[src/rtl/gsir_pkg.sv]
// ----------------------------------------------------------------------------
// gsir_pkg
// Shared types and constants of the interrupt GSI route resolver: request and
// response beats, table entry layouts, action and status codes.
// ----------------------------------------------------------------------------
package gsir_pkg;

	localparam int CTL_DEPTH = 8;
	localparam int CTL_AW = (CTL_DEPTH > 1) ? $clog2(CTL_DEPTH) : 1;
	localparam int CTL_CW = $clog2(CTL_DEPTH + 1);

	localparam int ISA_LINES = 16;
	localparam int OVR_AW = $clog2(ISA_LINES);

	localparam logic [15:0] LEGACY_LIMIT = 16'd16;
	localparam logic [7:0] REDIR_FIRST = 8'h10;
	localparam logic [31:0] RTE_LOW_BIT = 32'h0000_2000;
	localparam logic [31:0] RTE_LEVEL_BIT = 32'h0000_8000;
	localparam logic [31:0] RTE_MASK_BIT = 32'h0001_0000;
	localparam logic [1:0] FLAG_ACTIVE = 2'b11;

	typedef enum logic [2:0] {
		ACT_CLEAR   = 3'd0,
		ACT_ADD_CTL = 3'd1,
		ACT_ADD_OVR = 3'd2,
		ACT_PROGRAM = 3'd3,
		ACT_MASK    = 3'd4,
		ACT_UNMASK  = 3'd5
	} action_t;

	typedef enum logic [1:0] {
		ST_OK      = 2'd0,
		ST_NO_CTL  = 2'd1,
		ST_FULL    = 2'd2,
		ST_IGNORED = 2'd3
	} status_t;

	typedef struct packed {
		logic [2:0]  action;
		logic [15:0] gsi;
		logic [7:0]  max_entry;
		logic [7:0]  source_irq;
		logic [7:0]  bus;
		logic [3:0]  flags;
		logic [7:0]  vector;
		logic [7:0]  dest_id;
	} req_t;

	typedef struct packed {
		logic [1:0]  status;
		logic [2:0]  controller;
		logic [7:0]  pin;
		logic [7:0]  redir_reg;
		logic [31:0] rte_low;
		logic [31:0] rte_high;
		logic        level;
		logic        polarity_low;
		logic        mask_value;
	} rsp_t;

	typedef struct packed {
		logic [15:0] base;
		logic [8:0]  inputs;
	} ctl_entry_t;

	typedef struct packed {
		logic        low;
		logic        level;
		logic [15:0] target;
	} ovr_entry_t;

	// Engine to output stage.
	typedef struct packed {
		logic done;
		rsp_t rsp;
	} eng_out_t;

endpackage

[src/rtl/gsir_ram.sv]
// ----------------------------------------------------------------------------
// gsir_ram
// Simple dual-port synchronous RAM, one write and one registered read port.
// ----------------------------------------------------------------------------
module gsir_ram #(
	parameter int DEPTH = 8,
	parameter int WIDTH = 8,
	parameter int ADDR_W = 3
) (
	input  logic              clk,
	input  logic              we,
	input  logic [ADDR_W-1:0] waddr,
	input  logic [WIDTH-1:0]  wdata,
	input  logic [ADDR_W-1:0] raddr,
	output logic [WIDTH-1:0]  rdata
);

	logic [WIDTH-1:0] mem [DEPTH];

	always_ff @(posedge clk) begin
		if (we) begin
			mem[waddr] <= wdata;
		end
		rdata <= mem[raddr];
	end

endmodule

[src/rtl/gsir_engine.sv]
// ----------------------------------------------------------------------------
// gsir_engine
// Request sequencer: updates the controller and override tables and walks
// them one entry per cycle to resolve a GSI into controller, pin and entry.
// ----------------------------------------------------------------------------
module gsir_engine (
	input  logic                clk,
	input  logic                arst_n,
	input  logic                req_valid,
	output logic                req_stall,
	input  gsir_pkg::req_t      req,
	input  logic                out_free,
	output gsir_pkg::eng_out_t  eng
);

	typedef enum logic [1:0] {
		S_IDLE,
		S_CWALK,
		S_OWALK,
		S_FINISH
	} state_t;

	state_t                       state_q;
	gsir_pkg::req_t               req_q;
	gsir_pkg::status_t            status_q;
	logic [gsir_pkg::CTL_CW-1:0]  count_q;
	logic [gsir_pkg::ISA_LINES-1:0] ovr_valid_q;
	logic [gsir_pkg::CTL_AW-1:0]  cidx_q;
	logic [gsir_pkg::OVR_AW-1:0]  oidx_q;
	logic [gsir_pkg::CTL_AW-1:0]  ctl_q;
	logic [7:0]                   pin_q;
	logic                         low_q;
	logic                         lvl_q;

	logic                         accept;
	logic                         ctl_we;
	logic                         ovr_we;
	logic                         ctl_room;
	logic                         ovr_ok;
	logic [gsir_pkg::CTL_AW-1:0]  ctl_raddr;
	logic [gsir_pkg::OVR_AW-1:0]  ovr_raddr;
	gsir_pkg::ctl_entry_t         ctl_wdata;
	gsir_pkg::ctl_entry_t         ctl_rd;
	gsir_pkg::ovr_entry_t         ovr_wdata;
	gsir_pkg::ovr_entry_t         ovr_rd;
	logic [16:0]                  diff;
	logic                         ctl_hit;
	logic                         cwalk_last;
	logic                         ovr_hit;
	logic                         flag_low;
	logic                         flag_lvl;
	logic [31:0]                  rte_low;

	assign req_stall = (state_q != S_IDLE);
	assign accept = req_valid && !req_stall;

	assign ctl_room = (count_q < gsir_pkg::CTL_CW'(gsir_pkg::CTL_DEPTH));
	assign ovr_ok = (req.bus == 8'd0) &&
		(req.source_irq < 8'(gsir_pkg::ISA_LINES));
	assign flag_low = (req.flags[1:0] == gsir_pkg::FLAG_ACTIVE);
	assign flag_lvl = (req.flags[3:2] == gsir_pkg::FLAG_ACTIVE);

	assign ctl_we = accept && (req.action == gsir_pkg::ACT_ADD_CTL) && ctl_room;
	assign ovr_we = accept && (req.action == gsir_pkg::ACT_ADD_OVR) && ovr_ok;

	assign ctl_wdata.base = req.gsi;
	assign ctl_wdata.inputs = 9'(req.max_entry) + 9'd1;
	assign ovr_wdata.low = flag_low;
	assign ovr_wdata.level = flag_lvl;
	assign ovr_wdata.target = req.gsi;

	// Read addresses run one entry ahead of the walk index, so the entry under
	// test is always the registered read data.
	assign ctl_raddr = (state_q == S_CWALK) ?
		cidx_q + gsir_pkg::CTL_AW'(1) : '0;
	assign ovr_raddr = (state_q == S_OWALK) ?
		oidx_q + gsir_pkg::OVR_AW'(1) : '0;

	gsir_ram #(
		.DEPTH  (gsir_pkg::CTL_DEPTH),
		.WIDTH  ($bits(gsir_pkg::ctl_entry_t)),
		.ADDR_W (gsir_pkg::CTL_AW)
	) u_ctl_ram (
		.clk   (clk),
		.we    (ctl_we),
		.waddr (gsir_pkg::CTL_AW'(count_q)),
		.wdata (ctl_wdata),
		.raddr (ctl_raddr),
		.rdata (ctl_rd)
	);

	gsir_ram #(
		.DEPTH  (gsir_pkg::ISA_LINES),
		.WIDTH  ($bits(gsir_pkg::ovr_entry_t)),
		.ADDR_W (gsir_pkg::OVR_AW)
	) u_ovr_ram (
		.clk   (clk),
		.we    (ovr_we),
		.waddr (req.source_irq[gsir_pkg::OVR_AW-1:0]),
		.wdata (ovr_wdata),
		.raddr (ovr_raddr),
		.rdata (ovr_rd)
	);

	assign diff = {1'b0, req_q.gsi} - {1'b0, ctl_rd.base};
	assign ctl_hit = !diff[16] && (diff < {8'd0, ctl_rd.inputs});
	assign cwalk_last = (gsir_pkg::CTL_CW'(cidx_q) + gsir_pkg::CTL_CW'(1) == count_q);
	assign ovr_hit = ovr_valid_q[oidx_q] && (ovr_rd.target == req_q.gsi);

	always_ff @(posedge clk or negedge arst_n) begin
		if (!arst_n) begin
			state_q <= S_IDLE;
			req_q <= '0;
			status_q <= gsir_pkg::ST_OK;
			count_q <= '0;
			ovr_valid_q <= '0;
			cidx_q <= '0;
			oidx_q <= '0;
			ctl_q <= '0;
			pin_q <= '0;
			low_q <= 1'b0;
			lvl_q <= 1'b0;
		end else begin
			case (state_q)
				S_IDLE: begin
					if (accept) begin
						req_q <= req;
						status_q <= gsir_pkg::ST_OK;
						cidx_q <= '0;
						oidx_q <= '0;
						ctl_q <= '0;
						pin_q <= '0;
						low_q <= 1'b0;
						lvl_q <= 1'b0;
						state_q <= S_FINISH;
						case (req.action)
							gsir_pkg::ACT_CLEAR: begin
								count_q <= '0;
								ovr_valid_q <= '0;
							end
							gsir_pkg::ACT_ADD_CTL: begin
								if (ctl_room) begin
									ctl_q <= gsir_pkg::CTL_AW'(count_q);
									count_q <= count_q + gsir_pkg::CTL_CW'(1);
								end else begin
									status_q <= gsir_pkg::ST_FULL;
								end
							end
							gsir_pkg::ACT_ADD_OVR: begin
								if (ovr_ok) begin
									ovr_valid_q[req.source_irq[gsir_pkg::OVR_AW-1:0]] <= 1'b1;
									low_q <= flag_low;
									lvl_q <= flag_lvl;
								end else begin
									status_q <= gsir_pkg::ST_IGNORED;
								end
							end
							gsir_pkg::ACT_PROGRAM, gsir_pkg::ACT_MASK,
							gsir_pkg::ACT_UNMASK: begin
								if (count_q == '0) begin
									status_q <= gsir_pkg::ST_NO_CTL;
								end else begin
									state_q <= S_CWALK;
								end
							end
							default: begin
							end
						endcase
					end
				end
				S_CWALK: begin
					if (ctl_hit) begin
						ctl_q <= cidx_q;
						pin_q <= diff[7:0];
						if (req_q.action == gsir_pkg::ACT_PROGRAM) begin
							low_q <= (req_q.gsi >= gsir_pkg::LEGACY_LIMIT);
							lvl_q <= (req_q.gsi >= gsir_pkg::LEGACY_LIMIT);
							state_q <= S_OWALK;
						end else begin
							state_q <= S_FINISH;
						end
					end else if (cwalk_last) begin
						status_q <= gsir_pkg::ST_NO_CTL;
						state_q <= S_FINISH;
					end else begin
						cidx_q <= cidx_q + gsir_pkg::CTL_AW'(1);
					end
				end
				S_OWALK: begin
					// Later matching overrides replace earlier ones.
					if (ovr_hit) begin
						low_q <= ovr_rd.low;
						lvl_q <= ovr_rd.level;
					end
					if (oidx_q == gsir_pkg::OVR_AW'(gsir_pkg::ISA_LINES - 1)) begin
						state_q <= S_FINISH;
					end else begin
						oidx_q <= oidx_q + gsir_pkg::OVR_AW'(1);
					end
				end
				S_FINISH: begin
					if (out_free) begin
						state_q <= S_IDLE;
					end
				end
				default: begin
					state_q <= S_IDLE;
				end
			endcase
		end
	end

	assign rte_low = 32'(req_q.vector) | gsir_pkg::RTE_MASK_BIT |
		(low_q ? gsir_pkg::RTE_LOW_BIT : 32'd0) |
		(lvl_q ? gsir_pkg::RTE_LEVEL_BIT : 32'd0);

	always_comb begin
		eng = '0;
		eng.done = (state_q == S_FINISH);
		eng.rsp.status = status_q;
		if (status_q == gsir_pkg::ST_OK) begin
			case (req_q.action)
				gsir_pkg::ACT_ADD_CTL: begin
					eng.rsp.controller = 3'(ctl_q);
				end
				gsir_pkg::ACT_ADD_OVR: begin
					eng.rsp.level = lvl_q;
					eng.rsp.polarity_low = low_q;
				end
				gsir_pkg::ACT_PROGRAM: begin
					eng.rsp.controller = 3'(ctl_q);
					eng.rsp.pin = pin_q;
					eng.rsp.redir_reg = gsir_pkg::REDIR_FIRST + {pin_q[6:0], 1'b0};
					eng.rsp.rte_low = rte_low;
					eng.rsp.rte_high = {req_q.dest_id, 24'd0};
					eng.rsp.level = lvl_q;
					eng.rsp.polarity_low = low_q;
					eng.rsp.mask_value = 1'b1;
				end
				gsir_pkg::ACT_MASK, gsir_pkg::ACT_UNMASK: begin
					eng.rsp.controller = 3'(ctl_q);
					eng.rsp.pin = pin_q;
					eng.rsp.redir_reg = gsir_pkg::REDIR_FIRST + {pin_q[6:0], 1'b0};
					eng.rsp.mask_value = (req_q.action == gsir_pkg::ACT_MASK);
				end
				default: begin
				end
			endcase
		end
	end

	a_count_range: assert property (@(posedge clk) disable iff (!arst_n)
		count_q <= gsir_pkg::CTL_CW'(gsir_pkg::CTL_DEPTH))
		else $error("controller count beyond table depth");

	a_walk_in_table: assert property (@(posedge clk) disable iff (!arst_n)
		(state_q == S_CWALK) |-> (gsir_pkg::CTL_CW'(cidx_q) < count_q))
		else $error("controller walk past the filled entries");

	a_clear_effect: assert property (@(posedge clk) disable iff (!arst_n)
		(accept && req.action == gsir_pkg::ACT_CLEAR) |=>
		(count_q == '0 && ovr_valid_q == '0))
		else $error("clear left table state behind");

	a_full_status: assert property (@(posedge clk) disable iff (!arst_n)
		(eng.done && status_q == gsir_pkg::ST_FULL) |->
		(count_q == gsir_pkg::CTL_CW'(gsir_pkg::CTL_DEPTH)))
		else $error("table full reported with free entries");

endmodule

[src/rtl/interrupt_gsi_route_resolver.sv]
// ----------------------------------------------------------------------------
// interrupt_gsi_route_resolver
// Resolves a GSI to its interrupt controller, pin and redirection entry, and
// maintains the controller and ISA source override tables.
// ----------------------------------------------------------------------------
// Clear, add controller, add override and unused actions go from idle straight
// to the result beat; mask, unmask and a program that finds no controller first
// read the controller entries, up to 8 of them, and a program that hits then also
// reads all 16 override entries. The engine returns to idle as the result loads
// and takes no new request before that. Reset empties both tables.
module interrupt_gsi_route_resolver (
	input  logic            clk,
	input  logic            arst_n,
	input  logic            req_valid,
	output logic            req_stall,
	input  gsir_pkg::req_t  req,
	output logic            rsp_valid,
	input  logic            rsp_stall,
	output gsir_pkg::rsp_t  rsp
);

	gsir_pkg::eng_out_t eng;
	gsir_pkg::rsp_t     rsp_q;
	logic               rsp_valid_q;
	logic               out_free;

	assign out_free = !rsp_valid_q || !rsp_stall;

	gsir_engine u_engine (
		.clk       (clk),
		.arst_n    (arst_n),
		.req_valid (req_valid),
		.req_stall (req_stall),
		.req       (req),
		.out_free  (out_free),
		.eng       (eng)
	);

	always_ff @(posedge clk or negedge arst_n) begin
		if (!arst_n) begin
			rsp_valid_q <= 1'b0;
			rsp_q <= '0;
		end else begin
			if (eng.done && out_free) begin
				rsp_valid_q <= 1'b1;
				rsp_q <= eng.rsp;
			end else if (!rsp_stall) begin
				rsp_valid_q <= 1'b0;
			end
		end
	end

	assign rsp_valid = rsp_valid_q;
	assign rsp = rsp_q;

endmodule
[config.mk]
export PLATFORM = sky130hd
export DESIGN_NAME = interrupt_gsi_route_resolver
export DESIGN_NICKNAME = d
export VERILOG_FILES = /design/src/rtl/gsir_pkg.sv /design/src/rtl/gsir_ram.sv /design/src/rtl/gsir_engine.sv /design/src/rtl/interrupt_gsi_route_resolver.sv
export SDC_FILE = /design/constraint.sdc
export NUM_CORES = 1
export LEC_CHECK = 0
export BUFFER_PORTS_ARGS = -buffer_cell sky130_fd_sc_hd__buf_2
export CAP_MARGIN = 20
export CORE_AREA = 2 2 293 295
export CTS_CLUSTER_SIZE = 25
export DETAILED_ROUTE_END_ITERATION = 6
export DIE_AREA = 0 0 295 297
export PLACE_DENSITY = 0.53
export SLEW_MARGIN = 20
export SYNTH_ARGS = -nofsm -noshare
export SYNTH_HDL_FRONTEND = slang
export SYNTH_SLANG_ARGS = --single-unit
[constraint.sdc]
create_clock -name clk -period 4.9 [get_ports clk]
set_input_delay 0.245 -clock clk [delete_from_list [all_inputs] [get_ports clk]]
set_output_delay 0.245 -clock clk [all_outputs]
set_load 0.02 [all_outputs]
* Word level (Yosys, flattened, before mapping) *
Memory sizes are Yosys's and may differ from the RTL's. A register that Yosys moved wholly into a read port is not among the register bits.
Cells that the tools add are included.

storage, ports and cells
  register bits = 168
  memories kept = 2
  RAM bits = 488
  input port bits = 67
  word-level logic and storage cells = 183

operators by class
  mux-type cells = 68
  add/subtract/negate cells = 7
  bitwise operators = 3
  equal/unequal tests = 32
  magnitude comparators = 7
  reductions and logical operators = 40

memories
  name                    depth  width  rd ports  clocked after Yosys merged registers in  wr ports  line            source
  u_engine.u_ovr_ram.mem  16     18     1         1                                        1         gsir_ram.sv:18  logic [WIDTH-1:0] mem [DEPTH];
  u_engine.u_ctl_ram.mem  8      25     1         1                                        1         gsir_ram.sv:18

operator list
  cell                                                                                   count
  86-bit two-way mux                                                                     1
  64-bit two-way mux                                                                     1
  16-bit two-way mux                                                                     3
  17-bit by 32-bit bitwise OR with 32-bit output                                         1
  32-bit bitwise OR                                                                      1
  16-bit one-hot mux with 2 select lines                                                 1
  3-bit two-way mux                                                                      9
  2-bit two-way mux                                                                      13
  1-bit two-way mux                                                                      20
  4-bit AND reduction                                                                    5
  17-bit by 9-bit less-than comparator with 1-bit output                                 1
  16-bit by 16-bit subtractor with 17-bit output                                         1
  16-bit equality test                                                                   1
  16-bit by 5-bit greater-or-equal comparator with 1-bit output (second input constant)  1
  4-bit two-way mux                                                                      4
  8-bit two-way mux                                                                      2
  2-bit by 1-bit inequality test with 1-bit output (second input constant)               8
  16-bit bitwise OR                                                                      1
  4-bit one-hot mux with 2 select lines                                                  2
  8-bit one-hot mux with 2 select lines                                                  1
  14-bit two-way mux                                                                     1
  3-bit by 2-bit equality test with 1-bit output (second input constant)                 4
  3-bit equality test (second input constant)                                            4
  3-bit one-hot mux with 2 select lines                                                  2
  other kinds (38)                                                                       69

* Logic depth before layout (Yosys ltp) *
  depth after elaboration = 7
  gate-level depth with buffers = 18
  depth with buffers taken out = 17

* By module *
A second synthesis with hierarchy kept.

second synthesis, totals
  cell total of the unflattened synthesis = 1638
  area total of the unflattened synthesis = 28870.2 µm²

by module, submodules not included
  module                          instances  area an instance (µm²)  cells an instance
  gsir_ram at u_engine.u_ovr_ram  1          11322.1                 482
  gsir_ram at u_engine.u_ctl_ram  1          8261.7                  328
  gsir_engine                     1          5960.7                  639
  interrupt_gsi_route_resolver    1          3325.7                  189

* Worst setup path after synthesis *
OpenSTA, ideal clock, no wires.

  path type = register to register
  start point = register u_engine.state_q[0]
  end point = memory u_engine.u_ctl_ram.mem[0][0] in the netlist's numbering (enable)
  required time = 4462 ps
  data arrival time = 3229 ps
  slack = 1232 ps
  cell stages (with the launch flop) = 9
  buffers on the path = 0
  library setup time = 438 ps
  cells stage by stage = dfrtp_1 > inv_1 > ha_1 > nand2_1 > nor3_1 > nand2_1 > nor2_1 > nand2_1 > nor3_1

on the way
  cells in the longest elaborated chain, start to end = 7

RTL lines
  what                                     line                source
  start: declaration                       gsir_engine.sv:23   state_t state_q;
  start signal: assignment                 gsir_engine.sv:112  state_q <= S_IDLE;
  start signal: assignment                 gsir_engine.sv:135  state_q <= S_FINISH;
  start signal: assignment                 gsir_engine.sv:163  state_q <= S_CWALK;
  2-bit nonzero test                       gsir_engine.sv:54   assign req_stall = (state_q != S_IDLE);
  1-bit zero test                          gsir_engine.sv:55   assign accept = req_valid && !req_stall;
  1-bit logical AND                        gsir_engine.sv:55
  1-bit logical AND (2 in a row)           gsir_engine.sv:63   assign ctl_we = accept && (req.action == gsir_pkg::ACT_ADD_CTL) && ctl_room;
  1-bit two-way mux                        gsir_ram.sv:21      if (we) begin
  1-bit two-way mux (not written as such)  gsir_ram.sv:22      mem[waddr] <= wdata;
  end: declaration                         gsir_ram.sv:18

No other way between the ends.

* Final worst setup path *
  start point = register u_engine.req_q[44] in the netlist's numbering
  end point = register u_engine.cidx_q[1] in the netlist's numbering

on the way
  cells in the longest elaborated chain, start to end = 5
  elaborated cells between the ends (all ways) = 6
  those cells by class = 1 x add/sub; 1 x order compare; 1 x eq/ne; 3 x reduce/logical

RTL lines
  what                                                                                              line                source
  start: declaration                                                                                gsir_engine.sv:24   gsir_pkg::req_t req_q;
  start signal: assignment                                                                          gsir_engine.sv:127  req_q <= req;
  16-bit by 16-bit subtractor with 17-bit output *                                                  gsir_engine.sv:105  assign diff = {1'b0, req_q.gsi} - {1'b0, ctl_rd.base};
  17-bit by 9-bit less-than comparator with 1-bit output / 1-bit zero test (equally long branches)  gsir_engine.sv:106  assign ctl_hit = !diff[16] && (diff < {8'd0, ctl_rd.inputs});
  1-bit logical AND *                                                                               gsir_engine.sv:106
  2-bit inequality test (no source line) *                                                          -
  4-bit AND reduction (no source line) *                                                            -
  end signal: assignment                                                                            gsir_engine.sv:186  cidx_q <= cidx_q + gsir_pkg::CTL_AW'(1);
  end: declaration                                                                                  gsir_engine.sv:28   logic [gsir_pkg::CTL_AW-1:0] cidx_q;

Every way passes the cells marked *; elsewhere a longest branch is shown, timed or not.
A chain may end at the register's enable or synchronous reset.

==> out/qor.yml <==
synth_top_area_frac: 0.545
vias: 16193
worst_pin_slew_ns: 1.06
netlist_area_mm2: 0.0269
cts_resized: 0
postCtsSetupRepairBufs: 0
grt_usage: 0.151
cts.sinks: 650
power_density_mw_per_mm2: 537
via_per_inst: 4.94
relSlewSlack: 0.290
hold_path_class: "in2reg"
fp.dieW_um: 295
rrSetupSlack_ns: 0.89
finalSetupTns_ns: 0
fmax_ghz: 0.249
synth_top_area_cell: "edfxtp_1"
ys_warn_count: 0
ant_nets: 0
hold_violations: 0
cts_buffer_depth: 3
outcome: "finished clean"
p_leak_uw: 0.0114
grt_pass1_vias: 16170
synth_top_flop_cell: "edfxtp_1"
areaGrowthSynthToFinish_pct: 16.2
die_area_mm2: 0.0876
vdd_drop_max_mv: 0.244
synth_edf_count: 488
cp_data_required_time_ns: 5.40
async_reset_ff_frac: 0.183
cpMostUsedCell: "ha_1"
yosysMostFrequentCell: "edfxtp_1"
clk_pin_slew_ns: 0.06
grt_max_degree: 82
min_period_ns: 4.01
wl_per_cell_um: 20.3
drive_above_1_share: 0.168
finalPower_uw: 16800
yosys-top-cells-area: "edfxtp_1, dfrtp_1, nand2_1"
path_cells: "inv_1 > ha_1 > fa_1 > nor2b_1 > o2111ai_1 > nand2_1 > xor2_1 > ha_1 > a211oi_1 > o21a_1 > o211ai_1 > a21oi_1 > nand4_1 > or3_4 > and2_1 > a221o_1"
slew_violations: 0
fin_skew_ns: 0.0258
start_util: 0.318
routabilityCongestion: 0.818
row_count: 107
coreArea_mm2: 0.0845
drc: 0
drt_iter0_drc: 1361
crit_type: "reg2reg"
cp.arrival_ns: 4.51
htree_levels: 3
ios: 157
rsz0062_at_grt: "no"
overflow: 0
die_h_um: 297
cts_hold_buf: 25
netlist_instances: 1934
start_kind: "flop"
totalWireLength_mm: 66.4
fin_nets: 2182
finalSetupViolations: 0
min_period_over_period: 0.819
grt_antenna_before_repair: 5
synth.distinct_cells: 64
place_hpwl_mm: 40.4
cts_tree: "yes"
worstSetupEndpointType: "flop"
drt_pass1_iterations: 5
cts_made_buffers: 68
root_buffer: "clkbuf_16"
syn_area_per_cell_um2: 13.9
grt_pass1_wl_mm: 101
worstPathMaxFanout: 22
synth_seq_cells: 650
worstSkewPairLatency_ns: 0.63
synthTopCellsByCount: "edfxtp_1, nand2_1, dfrtp_1, nand3_1, clkbuf_1"
port_buffers: 110
cap_viol_max_count: 0
yosysSeqAreaShare: 0.688
slowest_stage: "or3_4"
cp_slowest_stage_delay_ns: 0.50
## layer usage
| metal | vias up | global-route usage | wire (µm) |
|---|---|---|---|
| li1 | 7521 | - | - |
| met1 | 8134 | 0.200 | 29100 |
| met2 | 439 | 0.253 | 32700 |
| met3 | 91 | 0.0235 | 3160 |
| met4 | 8 | 0.0470 | 1400 |
| met5 | - | 0 | 46 |
## cell families after synthesis
family,Yosys count,synth area share
flops,650,0.688
simple gates,524,0.0910
compound gates,348,0.0909
buf+inv,197,0.0350
mux,139,0.0649
xor+xnor,39,0.0127
fa+ha+maj,36,0.0170
other cells,1,0.000140
## cell type report
cell class	instances	area [µm²]
Clock buffer	93	1870
Antenna cell	1	2.50
Timing Repair Buffer	186	1210
Sequential cell	650	18500
Fill cell	8000	53300
Tap cell	1144	1430
Inverter	41	154
Multi-Input combinational cell	1132	7730
Clock inverter	31	332
## where the power goes
group / leakage (µW) / switching [µW] / internal [µW]
clock network: 0.00106 / 2160 / 2920
registers: 0.00632 / 426 / 6410
logic: 0.00407 / 2960 / 1890
## critical path, delay by kind of cell (launching register included)
family | cells | cell delay [ns]
AO/OA/AOI/OAI | 6 | 1.10
adder cells (fa/ha/maj) | 3 | 0.91
flip-flops | 1 | 0.39
AND/OR/NAND/NOR | 5 | 1.21
XOR/XNOR | 1 | 0.23
buffers and inverters | 1 | 0.06
## placed cells by master, fill, tap and decap left out, types with 12 or more instances in the layout
cell type	n
edfxtp_1	488
nand2_1	231
dfrtp_1	118
buf_2	109
nand3_1	93
a211oi_1	80
mux2i_1	74
clkbuf_16	70
a21oi_1	55
buf_4	50
conb_1	46
nor2b_1	44
dfxtp_1	43
mux2_2	41
inv_1	40
a22o_1	38
nor2_1	37
ha_1	34
o31ai_1	29
a31oi_1	29
and3_1	28
o21ai_0	28
o22ai_1	25
dlygate4sd3_1	25
mux4_2	24
xor2_1	20
clkbuf_1	20
xnor2_1	18
a311oi_1	18
nor2_2	18
nand2b_1	13
clkinv_1	12
nor4_1	12
## stage by stage
step	hold slack, ns	cell area (µm²)	instances	util	worst slack [ns]
2_1_floorplan	-0.0506	27000	1979	-	1.23
3_3_place_gp	0.278	28800	3128	0.341	0.998
3_5_place_dp	0.287	28800	3128	0.341	0.915
4_1_cts	0.00212	31200	3277	0.370	0.899
5_1_grt	0.0549	31200	3278	0.370	0.653
6_report	0.0465	31200	3278	0.370	0.886
## worst paths after layout
check,start,endpoint,cells after the start
min,req[60],u_engine.count_q[2]$_DFFE_PN0P_,3
min reg2reg,rsp[51]$_DFFE_PN0P_,rsp[51]$_DFFE_PN0P_,1
max in group asynchronous,arst_n,u_engine.req_q[48]$_DFFE_PN0P_,3
min in group asynchronous,arst_n,u_engine.req_q[10]$_DFFE_PN0P_,2
max,u_engine.req_q[44]$_DFFE_PN0P_,u_engine.cidx_q[1]$_DFFE_PN0P_,16
max reg2reg,u_engine.req_q[44]$_DFFE_PN0P_,u_engine.cidx_q[1]$_DFFE_PN0P_,16
## sequential cells by signal, summed over array words and instances (netlist names), 3 cells and up
name and count:
u_engine.u_ovr_ram.mem 288, u_engine.u_ctl_ram.rdata 25, u_engine.ctl_q 3, u_engine.oidx_q 4
rsp 39, u_engine.req_q 35, u_engine.u_ctl_ram.mem 200, u_engine.cidx_q 3
u_engine.u_ovr_ram.rdata 18, u_engine.pin_q 8, u_engine.count_q 4, u_engine.ovr_valid_q 16
Power figures use the tool's default switching activity.
